$ cat src/rtl/core/clr_pkg.sv
// Package with the widths, codes and shared types of the clip-reject line rasterizer.
`default_nettype none

package clr_pkg;

	// Coordinate and field widths.
	localparam int COORD_BITS  = 12;
	localparam int IN_COORD_W  = COORD_BITS + 1;
	localparam int ERR_W       = COORD_BITS + 1;
	localparam int LEFT_W      = COORD_BITS + 1;
	localparam int PITCH_W     = COORD_BITS + 1;
	localparam int BASE_W      = 24;
	localparam int ADDR_W      = 25;
	localparam int COLOR_W     = 16;
	localparam int PROD_W      = COORD_BITS + PITCH_W;

	// Configuration port.
	localparam int CFG_INDEX_W = 3;
	localparam int CFG_DATA_W  = 24;

	localparam logic [CFG_INDEX_W-1:0] REG_PITCH       = 3'd0;
	localparam logic [CFG_INDEX_W-1:0] REG_BASE        = 3'd1;
	localparam logic [CFG_INDEX_W-1:0] REG_CLIP_LEFT   = 3'd2;
	localparam logic [CFG_INDEX_W-1:0] REG_CLIP_TOP    = 3'd3;
	localparam logic [CFG_INDEX_W-1:0] REG_CLIP_RIGHT  = 3'd4;
	localparam logic [CFG_INDEX_W-1:0] REG_CLIP_BOTTOM = 3'd5;

	// Reset values of the configuration registers.
	localparam logic [PITCH_W-1:0]    PITCH_RESET     = PITCH_W'(1 << (COORD_BITS - 2));
	localparam logic [BASE_W-1:0]     BASE_RESET      = '0;
	localparam logic [COORD_BITS-1:0] CLIP_LOW_RESET  = '0;
	localparam logic [COORD_BITS-1:0] CLIP_HIGH_RESET = '1;

	// Command codes.
	localparam logic CMD_STEP  = 1'b0;
	localparam logic CMD_START = 1'b1;

	// Configuration register set.
	typedef struct packed {
		logic [PITCH_W-1:0]    pitch;
		logic [BASE_W-1:0]     base;
		logic [COORD_BITS-1:0] clip_left;
		logic [COORD_BITS-1:0] clip_top;
		logic [COORD_BITS-1:0] clip_right;
		logic [COORD_BITS-1:0] clip_bottom;
	} cfg_t;

	// One command word as held in the input register.
	typedef struct packed {
		logic                  cmd;
		logic [IN_COORD_W-1:0] x_start;
		logic [IN_COORD_W-1:0] y_start;
		logic [IN_COORD_W-1:0] x_end;
		logic [IN_COORD_W-1:0] y_end;
		logic [COLOR_W-1:0]    color;
	} line_cmd_t;

	// Line parameters derived from a start command.
	typedef struct packed {
		logic                  accept;
		logic [COORD_BITS-1:0] cur_x;
		logic [COORD_BITS-1:0] cur_y;
		logic [COORD_BITS-1:0] abs_dx;
		logic [COORD_BITS-1:0] abs_dy;
		logic [COORD_BITS-1:0] major_len;
		logic                  x_neg;
		logic                  y_neg;
		logic [COLOR_W-1:0]    color;
	} setup_t;

	// One pixel write word.
	typedef struct packed {
		logic [ADDR_W-1:0]  address;
		logic [COLOR_W-1:0] color;
		logic               last;
	} pixel_t;

endpackage

`default_nettype wire

$ cat src/rtl/core/clr_if.sv
// Valid/ready channel interfaces for line commands and pixel writes.
`default_nettype none

interface clr_cmd_if;
	import clr_pkg::*;

	logic                  valid;
	logic                  ready;
	logic                  cmd;
	logic [IN_COORD_W-1:0] x_start;
	logic [IN_COORD_W-1:0] y_start;
	logic [IN_COORD_W-1:0] x_end;
	logic [IN_COORD_W-1:0] y_end;
	logic [COLOR_W-1:0]    color;

	modport source (output valid, cmd, x_start, y_start, x_end, y_end, color, input ready);
	modport sink   (input valid, cmd, x_start, y_start, x_end, y_end, color, output ready);
endinterface

interface clr_pixel_if;
	import clr_pkg::*;

	logic               valid;
	logic               ready;
	logic [ADDR_W-1:0]  pixel_address;
	logic [COLOR_W-1:0] pixel_color;
	logic               last_pixel;

	modport source (output valid, pixel_address, pixel_color, last_pixel, input ready);
	modport sink   (input valid, pixel_address, pixel_color, last_pixel, output ready);
endinterface

`default_nettype wire

$ cat src/rtl/core/clr_cfg_regs.sv
// Configuration register file of the line rasterizer.
`default_nettype none

module clr_cfg_regs (
	input  wire logic                           clk,
	input  wire logic                           arst_n,
	input  wire logic                           cfg_write,
	input  wire logic [clr_pkg::CFG_INDEX_W-1:0] cfg_index,
	input  wire logic [clr_pkg::CFG_DATA_W-1:0]  cfg_data,
	output clr_pkg::cfg_t                        cfg
);
	import clr_pkg::*;

	cfg_t cfg_q;

	// Register writes, decoded by index; unknown indexes are ignored.
	always_ff @(posedge clk or negedge arst_n) begin
		if (!arst_n) begin
			cfg_q.pitch       <= PITCH_RESET;
			cfg_q.base        <= BASE_RESET;
			cfg_q.clip_left   <= CLIP_LOW_RESET;
			cfg_q.clip_top    <= CLIP_LOW_RESET;
			cfg_q.clip_right  <= CLIP_HIGH_RESET;
			cfg_q.clip_bottom <= CLIP_HIGH_RESET;
		end else if (cfg_write) begin
			case (cfg_index)
				REG_PITCH:       cfg_q.pitch       <= cfg_data[PITCH_W-1:0];
				REG_BASE:        cfg_q.base        <= cfg_data[BASE_W-1:0];
				REG_CLIP_LEFT:   cfg_q.clip_left   <= cfg_data[COORD_BITS-1:0];
				REG_CLIP_TOP:    cfg_q.clip_top    <= cfg_data[COORD_BITS-1:0];
				REG_CLIP_RIGHT:  cfg_q.clip_right  <= cfg_data[COORD_BITS-1:0];
				REG_CLIP_BOTTOM: cfg_q.clip_bottom <= cfg_data[COORD_BITS-1:0];
				default: begin
				end
			endcase
		end
	end

	assign cfg = cfg_q;

endmodule

`default_nettype wire

$ cat src/rtl/core/clr_line_setup.sv
// Clip test and delta setup for a start command.
`default_nettype none

module clr_line_setup (
	input  clr_pkg::line_cmd_t item,
	input  clr_pkg::cfg_t      cfg,
	output clr_pkg::setup_t    setup
);
	import clr_pkg::*;

	logic signed [IN_COORD_W-1:0] x0, y0, x1, y1;
	logic signed [IN_COORD_W-1:0] lo_x, hi_x, lo_y, hi_y;
	logic signed [IN_COORD_W-1:0] dx, dy;
	logic [IN_COORD_W-1:0]        mag_dx, mag_dy;
	logic                         in0, in1;

	always_comb begin
		x0   = $signed(item.x_start);
		y0   = $signed(item.y_start);
		x1   = $signed(item.x_end);
		y1   = $signed(item.y_end);
		lo_x = $signed({1'b0, cfg.clip_left});
		hi_x = $signed({1'b0, cfg.clip_right});
		lo_y = $signed({1'b0, cfg.clip_top});
		hi_y = $signed({1'b0, cfg.clip_bottom});

		// Both endpoints must lie inside the inclusive clip rectangle.
		in0 = (x0 >= lo_x) && (x0 <= hi_x) && (y0 >= lo_y) && (y0 <= hi_y);
		in1 = (x1 >= lo_x) && (x1 <= hi_x) && (y1 >= lo_y) && (y1 <= hi_y);

		// For an accepted line both endpoints are non-negative, so the deltas fit.
		dx     = x1 - x0;
		dy     = y1 - y0;
		mag_dx = dx[IN_COORD_W-1] ? IN_COORD_W'(-dx) : IN_COORD_W'(dx);
		mag_dy = dy[IN_COORD_W-1] ? IN_COORD_W'(-dy) : IN_COORD_W'(dy);

		setup.accept    = in0 && in1;
		setup.cur_x     = item.x_start[COORD_BITS-1:0];
		setup.cur_y     = item.y_start[COORD_BITS-1:0];
		setup.abs_dx    = mag_dx[COORD_BITS-1:0];
		setup.abs_dy    = mag_dy[COORD_BITS-1:0];
		setup.major_len = (mag_dx[COORD_BITS-1:0] > mag_dy[COORD_BITS-1:0]) ?
			mag_dx[COORD_BITS-1:0] : mag_dy[COORD_BITS-1:0];
		setup.x_neg     = dx[IN_COORD_W-1];
		setup.y_neg     = dy[IN_COORD_W-1];
		setup.color     = item.color;
	end

endmodule

`default_nettype wire

$ cat src/rtl/core/clr_dda_core.sv
// Line state, error-accumulator stepping and the registered pixel write word.
`default_nettype none

module clr_dda_core (
	input  wire logic   clk,
	input  wire logic   arst_n,
	input  wire logic   fire,
	input  wire logic   advance,
	input  wire logic   cmd,
	input  clr_pkg::setup_t setup,
	input  clr_pkg::cfg_t   cfg,
	output clr_pkg::pixel_t pix,
	output logic            pix_valid
);
	import clr_pkg::*;

	logic                  active_q;
	logic [COORD_BITS-1:0] cur_x_q, cur_y_q;
	logic [ERR_W-1:0]      x_err_q, y_err_q;
	logic [COORD_BITS-1:0] abs_dx_q, abs_dy_q, major_q;
	logic                  x_neg_q, y_neg_q;
	logic [LEFT_W-1:0]     left_q;
	logic [COLOR_W-1:0]    color_q;

	pixel_t pix_s2;
	logic   valid_s2;

	logic                  do_start, do_step;
	logic [ERR_W-1:0]      x_sum, y_sum;
	logic                  x_move, y_move;
	logic [ERR_W-1:0]      x_err_next, y_err_next;
	logic [COORD_BITS-1:0] x_next, y_next;
	logic [PROD_W-1:0]     row_off;
	logic                  is_last;
	pixel_t                pix_next;

	// Step arithmetic on the current line state.
	always_comb begin
		do_start = fire && (cmd == CMD_START);
		do_step  = fire && (cmd == CMD_STEP) && active_q;

		x_sum      = x_err_q + ERR_W'(abs_dx_q);
		y_sum      = y_err_q + ERR_W'(abs_dy_q);
		x_move     = x_sum > ERR_W'(major_q);
		y_move     = y_sum > ERR_W'(major_q);
		x_err_next = x_move ? x_sum - ERR_W'(major_q) : x_sum;
		y_err_next = y_move ? y_sum - ERR_W'(major_q) : y_sum;
		x_next     = !x_move ? cur_x_q : (x_neg_q ? cur_x_q - 1'b1 : cur_x_q + 1'b1);
		y_next     = !y_move ? cur_y_q : (y_neg_q ? cur_y_q - 1'b1 : cur_y_q + 1'b1);
		is_last    = left_q <= LEFT_W'(1);

		// Address is base + y * pitch + x, wrapped to the address width.
		row_off          = PROD_W'(cur_y_q) * PROD_W'(cfg.pitch);
		pix_next.address = ADDR_W'(row_off) + ADDR_W'(cfg.base) + ADDR_W'(cur_x_q);
		pix_next.color   = color_q;
		pix_next.last    = is_last;
	end

	// Active flag: set by an accepted start, cleared by a rejected start or the last step.
	always_ff @(posedge clk or negedge arst_n) begin
		if (!arst_n) begin
			active_q <= 1'b0;
		end else if (do_start) begin
			active_q <= setup.accept;
		end else if (do_step && is_last) begin
			active_q <= 1'b0;
		end
	end

	// Line state registers.
	always_ff @(posedge clk) begin
		if (do_start && setup.accept) begin
			cur_x_q  <= setup.cur_x;
			cur_y_q  <= setup.cur_y;
			x_err_q  <= ERR_W'(setup.abs_dx);
			y_err_q  <= ERR_W'(setup.abs_dy);
			abs_dx_q <= setup.abs_dx;
			abs_dy_q <= setup.abs_dy;
			major_q  <= setup.major_len;
			x_neg_q  <= setup.x_neg;
			y_neg_q  <= setup.y_neg;
			left_q   <= LEFT_W'(setup.major_len) + LEFT_W'(1);
			color_q  <= setup.color;
		end else if (do_step) begin
			cur_x_q <= x_next;
			cur_y_q <= y_next;
			x_err_q <= x_err_next;
			y_err_q <= y_err_next;
			left_q  <= is_last ? '0 : left_q - LEFT_W'(1);
		end
	end

	// Output register valid.
	always_ff @(posedge clk or negedge arst_n) begin
		if (!arst_n) begin
			valid_s2 <= 1'b0;
		end else if (advance) begin
			valid_s2 <= do_step;
		end
	end

	// Output register payload.
	always_ff @(posedge clk) begin
		if (do_step) begin
			pix_s2 <= pix_next;
		end
	end

	assign pix       = pix_s2;
	assign pix_valid = valid_s2;

endmodule

`default_nettype wire

$ cat src/rtl/core/clip_reject_line_rasterizer_top.sv
// Top level of the clip-reject line rasterizer.
`default_nettype none

// Clip-reject DDA line rasterizer. A start word loads two endpoints and a color;
// unless both endpoints lie inside the inclusive clip rectangle the line is
// dropped. While a line is active, each step word yields one pixel write word
// (base + y * pitch + x, color, last flag), d + 1 of them for a line whose
// major length is d. A command word is captured in an input register when
// accepted and, as the pipeline advances, goes through the line state update,
// which loads the output register that presents its pixel word; one word is
// accepted every cycle as long as the pixel output is taken. The step path is
// bounded by the y * pitch multiply and address add feeding the output
// register. Configuration registers must be written only while no command is
// in flight; the block itself does not enforce this.
module clip_reject_line_rasterizer_top (
	input  wire logic                            clk,
	input  wire logic                            arst_n,
	input  wire logic                            cfg_write,
	input  wire logic [clr_pkg::CFG_INDEX_W-1:0] cfg_index,
	input  wire logic [clr_pkg::CFG_DATA_W-1:0]  cfg_data,
	clr_cmd_if.sink                              line_cmd,
	clr_pixel_if.source                          pixel
);
	import clr_pkg::*;

	cfg_t      cfg;
	line_cmd_t item_s1;
	logic      valid_s1;
	logic      advance;
	logic      fire;
	setup_t    setup;
	pixel_t    pix;
	logic      pix_valid;

	// Pipeline moves when the output register is empty or being drained.
	assign advance        = !pix_valid || pixel.ready;
	assign line_cmd.ready = !valid_s1 || advance;
	assign fire           = valid_s1 && advance;

	// Input register valid.
	always_ff @(posedge clk or negedge arst_n) begin
		if (!arst_n) begin
			valid_s1 <= 1'b0;
		end else if (line_cmd.ready) begin
			valid_s1 <= line_cmd.valid;
		end
	end

	// Input register payload.
	always_ff @(posedge clk) begin
		if (line_cmd.valid && line_cmd.ready) begin
			item_s1.cmd     <= line_cmd.cmd;
			item_s1.x_start <= line_cmd.x_start;
			item_s1.y_start <= line_cmd.y_start;
			item_s1.x_end   <= line_cmd.x_end;
			item_s1.y_end   <= line_cmd.y_end;
			item_s1.color   <= line_cmd.color;
		end
	end

	clr_cfg_regs u_cfg_regs (
		.clk       (clk),
		.arst_n    (arst_n),
		.cfg_write (cfg_write),
		.cfg_index (cfg_index),
		.cfg_data  (cfg_data),
		.cfg       (cfg)
	);

	clr_line_setup u_line_setup (
		.item  (item_s1),
		.cfg   (cfg),
		.setup (setup)
	);

	clr_dda_core u_dda_core (
		.clk       (clk),
		.arst_n    (arst_n),
		.fire      (fire),
		.advance   (advance),
		.cmd       (item_s1.cmd),
		.setup     (setup),
		.cfg       (cfg),
		.pix       (pix),
		.pix_valid (pix_valid)
	);

	// Pixel output drive.
	assign pixel.valid         = pix_valid;
	assign pixel.pixel_address = pix.address;
	assign pixel.pixel_color   = pix.color;
	assign pixel.last_pixel    = pix.last;

	// A new pixel word only follows a step word leaving the input register.
	a_pixel_from_step: assert property (@(posedge clk) disable iff (!arst_n)
		$rose(pixel.valid) |-> $past(valid_s1 && item_s1.cmd == CMD_STEP))
		else $error("pixel word appeared without a step word");

	// A start word never yields a pixel word.
	a_start_no_pixel: assert property (@(posedge clk) disable iff (!arst_n)
		(fire && item_s1.cmd == CMD_START) |=> !pixel.valid)
		else $error("start word produced a pixel word");

	// With the output register empty, the block always takes a new word.
	a_ready_when_empty: assert property (@(posedge clk) disable iff (!arst_n)
		!pixel.valid |-> line_cmd.ready)
		else $error("input stalled with an empty output register");

endmodule

`default_nettype wire

$ cat src/flat_wrapper.sv
// flat-port wrapper written by rule: the top's interface ports become plain ports
module clip_reject_line_rasterizer_top_flat import clr_pkg::*;
  (clk, arst_n, cfg_write, cfg_index, cfg_data, line_cmd_valid, line_cmd_cmd, line_cmd_x_start, line_cmd_y_start, line_cmd_x_end, line_cmd_y_end, line_cmd_color, line_cmd_ready, pixel_valid, pixel_pixel_address, pixel_pixel_color, pixel_last_pixel, pixel_ready);
  clr_cmd_if line_cmd_i ();
  clr_pixel_if pixel_i ();
  input  wire logic clk;
  input  wire logic arst_n;
  input  wire logic cfg_write;
  input  wire logic [clr_pkg::CFG_INDEX_W-1:0] cfg_index;
  input  wire logic [clr_pkg::CFG_DATA_W-1:0] cfg_data;
  input wire logic [$bits(line_cmd_i.valid)-1:0] line_cmd_valid;
  input wire logic [$bits(line_cmd_i.cmd)-1:0] line_cmd_cmd;
  input wire logic [$bits(line_cmd_i.x_start)-1:0] line_cmd_x_start;
  input wire logic [$bits(line_cmd_i.y_start)-1:0] line_cmd_y_start;
  input wire logic [$bits(line_cmd_i.x_end)-1:0] line_cmd_x_end;
  input wire logic [$bits(line_cmd_i.y_end)-1:0] line_cmd_y_end;
  input wire logic [$bits(line_cmd_i.color)-1:0] line_cmd_color;
  output wire logic [$bits(line_cmd_i.ready)-1:0] line_cmd_ready;
  output wire logic [$bits(pixel_i.valid)-1:0] pixel_valid;
  output wire logic [$bits(pixel_i.pixel_address)-1:0] pixel_pixel_address;
  output wire logic [$bits(pixel_i.pixel_color)-1:0] pixel_pixel_color;
  output wire logic [$bits(pixel_i.last_pixel)-1:0] pixel_last_pixel;
  input wire logic [$bits(pixel_i.ready)-1:0] pixel_ready;
  assign line_cmd_i.valid = line_cmd_valid;
  assign line_cmd_i.cmd = line_cmd_cmd;
  assign line_cmd_i.x_start = line_cmd_x_start;
  assign line_cmd_i.y_start = line_cmd_y_start;
  assign line_cmd_i.x_end = line_cmd_x_end;
  assign line_cmd_i.y_end = line_cmd_y_end;
  assign line_cmd_i.color = line_cmd_color;
  assign line_cmd_ready = line_cmd_i.ready;
  assign pixel_valid = pixel_i.valid;
  assign pixel_pixel_address = pixel_i.pixel_address;
  assign pixel_pixel_color = pixel_i.pixel_color;
  assign pixel_last_pixel = pixel_i.last_pixel;
  assign pixel_i.ready = pixel_ready;
  clip_reject_line_rasterizer_top u_core (.clk(clk), .arst_n(arst_n), .cfg_write(cfg_write), .cfg_index(cfg_index), .cfg_data(cfg_data), .line_cmd(line_cmd_i), .pixel(pixel_i));
endmodule
$ cat config.mk
export PLATFORM = sky130hd
export DESIGN_NAME = clip_reject_line_rasterizer_top_flat
export DESIGN_NICKNAME = d
export VERILOG_FILES = /design/src/rtl/core/clr_pkg.sv /design/src/rtl/core/clr_if.sv /design/src/rtl/core/clr_cfg_regs.sv /design/src/rtl/core/clr_line_setup.sv /design/src/rtl/core/clr_dda_core.sv /design/src/rtl/core/clip_reject_line_rasterizer_top.sv /design/src/flat_wrapper.sv
export SDC_FILE = /design/constraint.sdc
export NUM_CORES = 1
export LEC_CHECK = 0
export ABC_AREA = 0
export BUFFER_PORTS_ARGS = -buffer_cell sky130_fd_sc_hd__buf_2
export CAP_MARGIN = 15
export CORE_MARGIN = 4
export CORE_UTILIZATION = 33
export DETAILED_ROUTE_END_ITERATION = 8
export GPL_ROUTABILITY_DRIVEN = 0
export GPL_TIMING_DRIVEN = 0
export SLEW_MARGIN = 25
export SYNTH_ARGS = -nofsm -noshare
export SYNTH_HDL_FRONTEND = slang
export SYNTH_HIERARCHICAL = 1
export SYNTH_SLANG_ARGS = --single-unit
$ cat constraint.sdc
create_clock -name clk -period 16.3 [get_ports clk]
set_clock_uncertainty 0.1 [all_clocks]
set_input_delay 2.445 -clock clk [delete_from_list [all_inputs] [get_ports clk]]
set_output_delay 2.445 -clock clk [all_outputs]
set_load 0.02 [all_outputs]
## Word-level counts from Yosys, hierarchy flattened

Index checks and enable logic that the tools add are counted.

| storage, ports and cells | value |
|---|---|
| flip-flop bits (word level) | 316 |
| word-level logic and storage cells | 119 |
| bits of input ports | 101 |

| cells by class | value |
|---|---|
| bitwise logic cells | 1 |
| equal/unequal tests | 5 |
| $lt $le $gt $ge | 12 |
| add/sub/neg operators | 16 |
| reductions and logical operators | 31 |
| multiplexer cells | 22 |
| multiply operators | 1 |

Operators by type and width:

| kind | number |
|---|---|
| $mux 12 | 15 |
| $mux 13 | 5 |
| $ge 13x13->1 | 4 |
| $le 13x13->1 | 4 |
| $add 13x12->13 | 2 |
| $gt 13x12->1 | 2 |
| $sub 13x12->13 | 2 |
| $sub 13x13->13 | 2 |
| $add 25x12->25 | 1 |
| $add 25x24->25 | 1 |
| $mul 12x13->25 | 1 |
| $add 12x1->12 const B | 2 |
| $neg 12->12 | 2 |
| $sub 12x1->12 const B | 2 |
| $reduce_and 2->1 | 8 |
| $logic_and 1x1->1 | 14 |
| $add 12x1->13 const B | 1 |
| $le 13x1->1 const B | 1 |
| $sub 13x1->13 const B | 1 |
| $gt 12x12->1 | 1 |
| $reduce_bool 2->1 | 4 |
| $eq 3x2->1 const B | 2 |
| $eq 3x3->1 const B | 2 |
| $eq 3x1->1 const B | 1 |
| 5 further kinds | 8 |

## Depth between registers and ports, before layout

| depth | value |
|---|---|
| depth after elaboration | 8 |
| gate-level depth with buffers | 28 |

## Modules after synthesis

Netlist, hierarchy kept.

Modules (own cells, without submodules):

| module | cells an instance | instances | area each (sq um) | seq. area each (sq um) |
|---|---|---|---|---|
| clr_dda_core | 1,488 | 1 | 15,220.8 | 4,804.6 |
| clr_line_setup | 622 | 1 | 4,643.2 | 0.0 |
| clr_cfg_regs | 184 | 1 | 3,358.2 | 2,158.3 |
| clip_reject_line_rasterizer_top | 75 | 1 | 2,129.5 | 2,097.0 |

## Worst setup path before layout

Ideal clock, no wire load.

| timing | value |
|---|---|
| kind | register to register |
| from | reg u_core.u_dda_core.cur_y_q[2] |
| to | reg u_core.u_dda_core.pix_s2 (netlist bit u_core/u_dda_core/pix[38]), data pin |
| arrival time | 5.913 ns |
| cell stages (with the launch flop) | 25 |
| period minus slack after synthesis | 6.272 ns |
| data required time | 15.941 ns |
| library setup time | 0.259 ns |
| path slack | 10.028 ns |
| cells stage by stage | edfxtp_1 clkbuf_1 and2_1 fa_1 inv_1 fa_1 inv_1 fa_1 inv_1 fa_1 inv_1 fa_1 inv_1 fa_1 inv_1 ha_1 o21a_1 o21a_1 o41a_1 a211o_1 a21oi_1 o21a_1 o21a_1 nor4bb_1 a211o_1 |

RTL lines:

| item | RTL line | text |
|---|---|---|
| start: declaration | clr_dda_core.sv:18 | `logic [COORD_BITS-1:0] cur_x_q, cur_y_q;` |
| start signal: assignment | clr_dda_core.sv:74 | `cur_y_q <= setup.cur_y;` |
| start signal: assignment | clr_dda_core.sv:86 | `cur_y_q <= y_next;` |
| end signal: assignment | clr_dda_core.sv:105 | `pix_s2 <= pix_next;` |
| end: declaration | clr_dda_core.sv:25 | `pixel_t pix_s2;` |

==> qor.yml <==
worst_setup_path_end_kind: "flip-flop"
dieHeight_um: 285
grt_antenna_before_repair: 8
p_leak_nw: 12.8
vias: 17500
hold_start: "u_core/u_dda_core/color_q[8]"
syn-num-nets: 2904
startpoint_type: "flip-flop"
die_w_um: 285
clockRootBuffer: "clkbuf_16"
rsz0062_at_grt: "false"
slowest_delay_ns: 0.65
final_max_slew_viol_count: 0
max_slew.worst_pin.slew_ns: 1.07
grt_max_degree: 53
yosys.area_share.adder_pct: 25.9
required_ns: 16.47
viasPerCell: 4.82
cap_violations: 0
cp_max_fo: 10
max_freq_mhz: 138
synth_edf_count: 226
final.setup.tns_ns: 0
netlist_area_mm2: 0.0254
core_region_area_mm2: 0.0761
start_util_pct: 33.3
totalWireLength_um: 65900
clk_path_buf_depth: 3
synth_xor_area_share_pct: 4.98
htreeDepth: 2
cts_post_setup_buffers_inserted: 0
synthArstFlopShare_pct: 27.8
grt_pass1_wl_um: 102000
synth_seq_cells: 316
antenna_left: 0
min_period_over_period_pct: 44.4
drt_iter0_drc: 1164
synth.distinct_cells: 88
power_mw: 6.10
fillers: 7615
ys_warn_count: 6
portBuffers: 144
hpwlAfterDp_um: 52100
crit_slowest_cell: "mux2i_1"
num_rows: 101
cp_data_arrival_time_ns: 7.41
ir_worst_vdd_mv: 0.408
startpoint: "u_core/item_s1[29]"
avgRoutedWirePerCell_um: 18.2
crit_type: "reg2reg"
pin_count: 145
grt_remaining_overflow: 0
synthSimpleGateAreaFrac_pct: 10.9
clk-insertion-delay-late_ns: 0.58
finalCriticalPeriod_ns: 7.23
area_growth_pct: 13.5
grt_pass1_vias: 17200
fin_ws_ns: 9.07
powerDensity_mw_per_mm2: 212
setup_viol: 0
reg2reg_from: "u_core/item_s1[29]"
hold_buffers: 0
path_buf_inv: 4
clk_pin_slew_ns: 0.06
ys.flop_type: "edfxtp_1"
hp-class: "reg2reg"
utilization_pct: 37.8
synth-compound-area-share_pct: 9.92
finalHoldViolCount: 0
final_nets: 3095
critPathTopFamily: "compound AO/OA/AOI/OAI gates"
numCtsBuffers: 38
reg2reg_setup_slack_ns: 9.07
status: "finished clean"
first_pass_iters: 5
drc: 0
muxShareOfSynthArea_pct: 5.47
avgSynthCellArea_um2: 10.7
slew_headroom_pct: 28.4
drive_gt1_share_pct: 15.8
synth-seq-area-share_pct: 35.7
cts_tree: "built"
cts_sinks: 316
dieArea_mm2: 0.0813
synth_cells: 2369
place_ws_ns: 9.11
track_usage_pct: 16.1
synth_top_family_by_area: "adder cells"
ctsResizeCount: 0
## state kept, by name (all words and copies together) (netlist names)
register and flops:
u_core/item_s1 69, u_core/u_dda_core/y_neg_q 1, u_core/u_dda_core/cur_y_q 12, u_core/u_dda_core/x_err_q 13, u_core/u_dda_core/left_q 13, u_core/u_dda_core/major_q 12
u_core/u_dda_core/abs_dx_q 12, u_core/u_dda_core/x_neg_q 1, u_core/u_dda_core/active_q 1, u_core/valid_s1 1, u_core/u_cfg_regs/cfg 85, u_core/u_dda_core/cur_x_q 12
u_core/u_dda_core/pix_valid 1, u_core/u_dda_core/y_err_q 13, u_core/u_dda_core/pix 42, u_core/u_dda_core/abs_dy_q 12, u_core/u_dda_core/color_q 16
## cell families (layout without fill, tap and decap cells)
group | Yosys count | in the layout
flip-flops | 316 | 316
multiplexers | 119 | 119
other | 0 | 5
AO/OA/AOI/OAI | 389 | 389
XOR/XNOR | 140 | 140
adder cells (fa/ha/maj) | 434 | 434
buffers and inverters | 416 | 637
AND/OR/NAND/NOR | 555 | 555
## worst reg2reg max path: cells and delay by family (launching register included)
family                     cells  cell delay, ns
AOI/OAI and AO/OA              9            1.64
buffers and inverters          4            1.25
adders and majority gates      4            1.18
xor gates and xnor gates       3            0.91
and+or+nand+nor                6            0.85
muxes                          1            0.65
DFF                            1            0.39
## power by group
part           total [mW]  internal (mW)  leakage [nW]  switching [mW]
Combinational        4.04           1.81          9.09            2.23
Clock               0.842          0.482         0.593           0.360
Sequential           1.22           1.16          3.13          0.0559
## metrics by stage
stage / instances / area (µm²) / hold slack [ns]
detailed placement: 3550 / 27500 / 0.305
global route: 3623 / 28800 / 0.326
finish: 3625 / 28800 / 0.314
CTS: 3620 / 28800 / 0.316
global placement: 3543 / 27400 / 0.301
floorplan: 2369 / 25400 / 0.300
## cell type report
cell class,instances,area (µm²),share of cell area (%)
inverter,322,1210,4.21
buffer,94,586,2.04
tap,1030,1290,4.48
antenna,5,12.5,0.0435
multi-input combinational,1637,14500,50.4
timing repair buffer,151,881,3.06
sequential,316,9060,31.5
clock inverter,20,148,0.513
clock buffer,50,1070,3.72
## metal layers
| layer | vias up | share of wire [%] | track usage (%) |
|---|---|---|---|
| met2 | 418 | 45 | 25.4 |
| li1 | 8520 | - | - |
| met4 | 0 | 2.5 | 4.28 |
| met1 | 8469 | 47 | 22.9 |
| met3 | 79 | 4.9 | 2.53 |
| met5 | - | 0 | 0 |
## path summary, 6_finish.rpt
| kind | endpoint | cells past startpoint |
|---|---|---|
| worst max-delay path | u_core/u_dda_core/left_q[10] | 27 |
| worst min-delay path | u_core/u_dda_core/pix[9] | 0 |
| worst max register to register | u_core/u_dda_core/left_q[10] | 27 |
| worst min register to register | u_core/u_dda_core/pix[9] | 0 |
| max in group asynchronous | u_core/u_cfg_regs/cfg[16] | 2 |
| min in group asynchronous | u_core/u_cfg_regs/cfg[61] | 1 |
## cells in the final DEF (no fill, tap or decap), types with 17 or more instances in the layout
cell type,netlist,final
inv_1,322,321
ha_1,284,284
edfxtp_1,226,226
nand2_1,151,150
fa_1,150,150
buf_2,3,147
nor2_1,136,136
a21oi_1,132,132
and2_1,86,85
xnor2_1,80,80
mux2_2,73,73
o21ai_0,73,72
dfrtp_1,63,63
xor2_1,56,56
clkbuf_1,41,49
a21o_1,42,42
clkbuf_16,0,41
buf_4,41,41
nor3_1,30,30
nor2b_1,27,27
dfstp_2,25,25
nand3_1,25,25
mux2i_1,25,25
mux2_4,21,21
o21a_1,21,21
nand2b_1,18,18
nand4_1,17,17
## synthesized netlist by cell type (all sizes together) (10+ instances only)
library cell	n	share of area (%)
dfrtp	63	6.2
o21a	21	0.62
and3	12	0.30
mux2	94	4.5
mux2i	25	0.99
and2	86	2.1
ha	284	14
nand4	17	0.42
nand3	25	0.49
clkbuf	41	0.61
buf	53	1.7
inv	322	4.8
nor2	138	2.1
dfstp	25	2.6
nand2b	18	0.44
a31oi	12	0.30
o21bai	12	0.36
edfxtp	226	27
nand2	151	2.2
a21oi	134	2.7
nor2b	27	0.67
o31ai	10	0.32
o21ai	82	1.6
fa	150	12
nor3	31	0.63
xnor2	83	3.0
xor2	56	1.9
a21o	42	1.2
No activity file was read; power rests on OpenSTA's default activity.
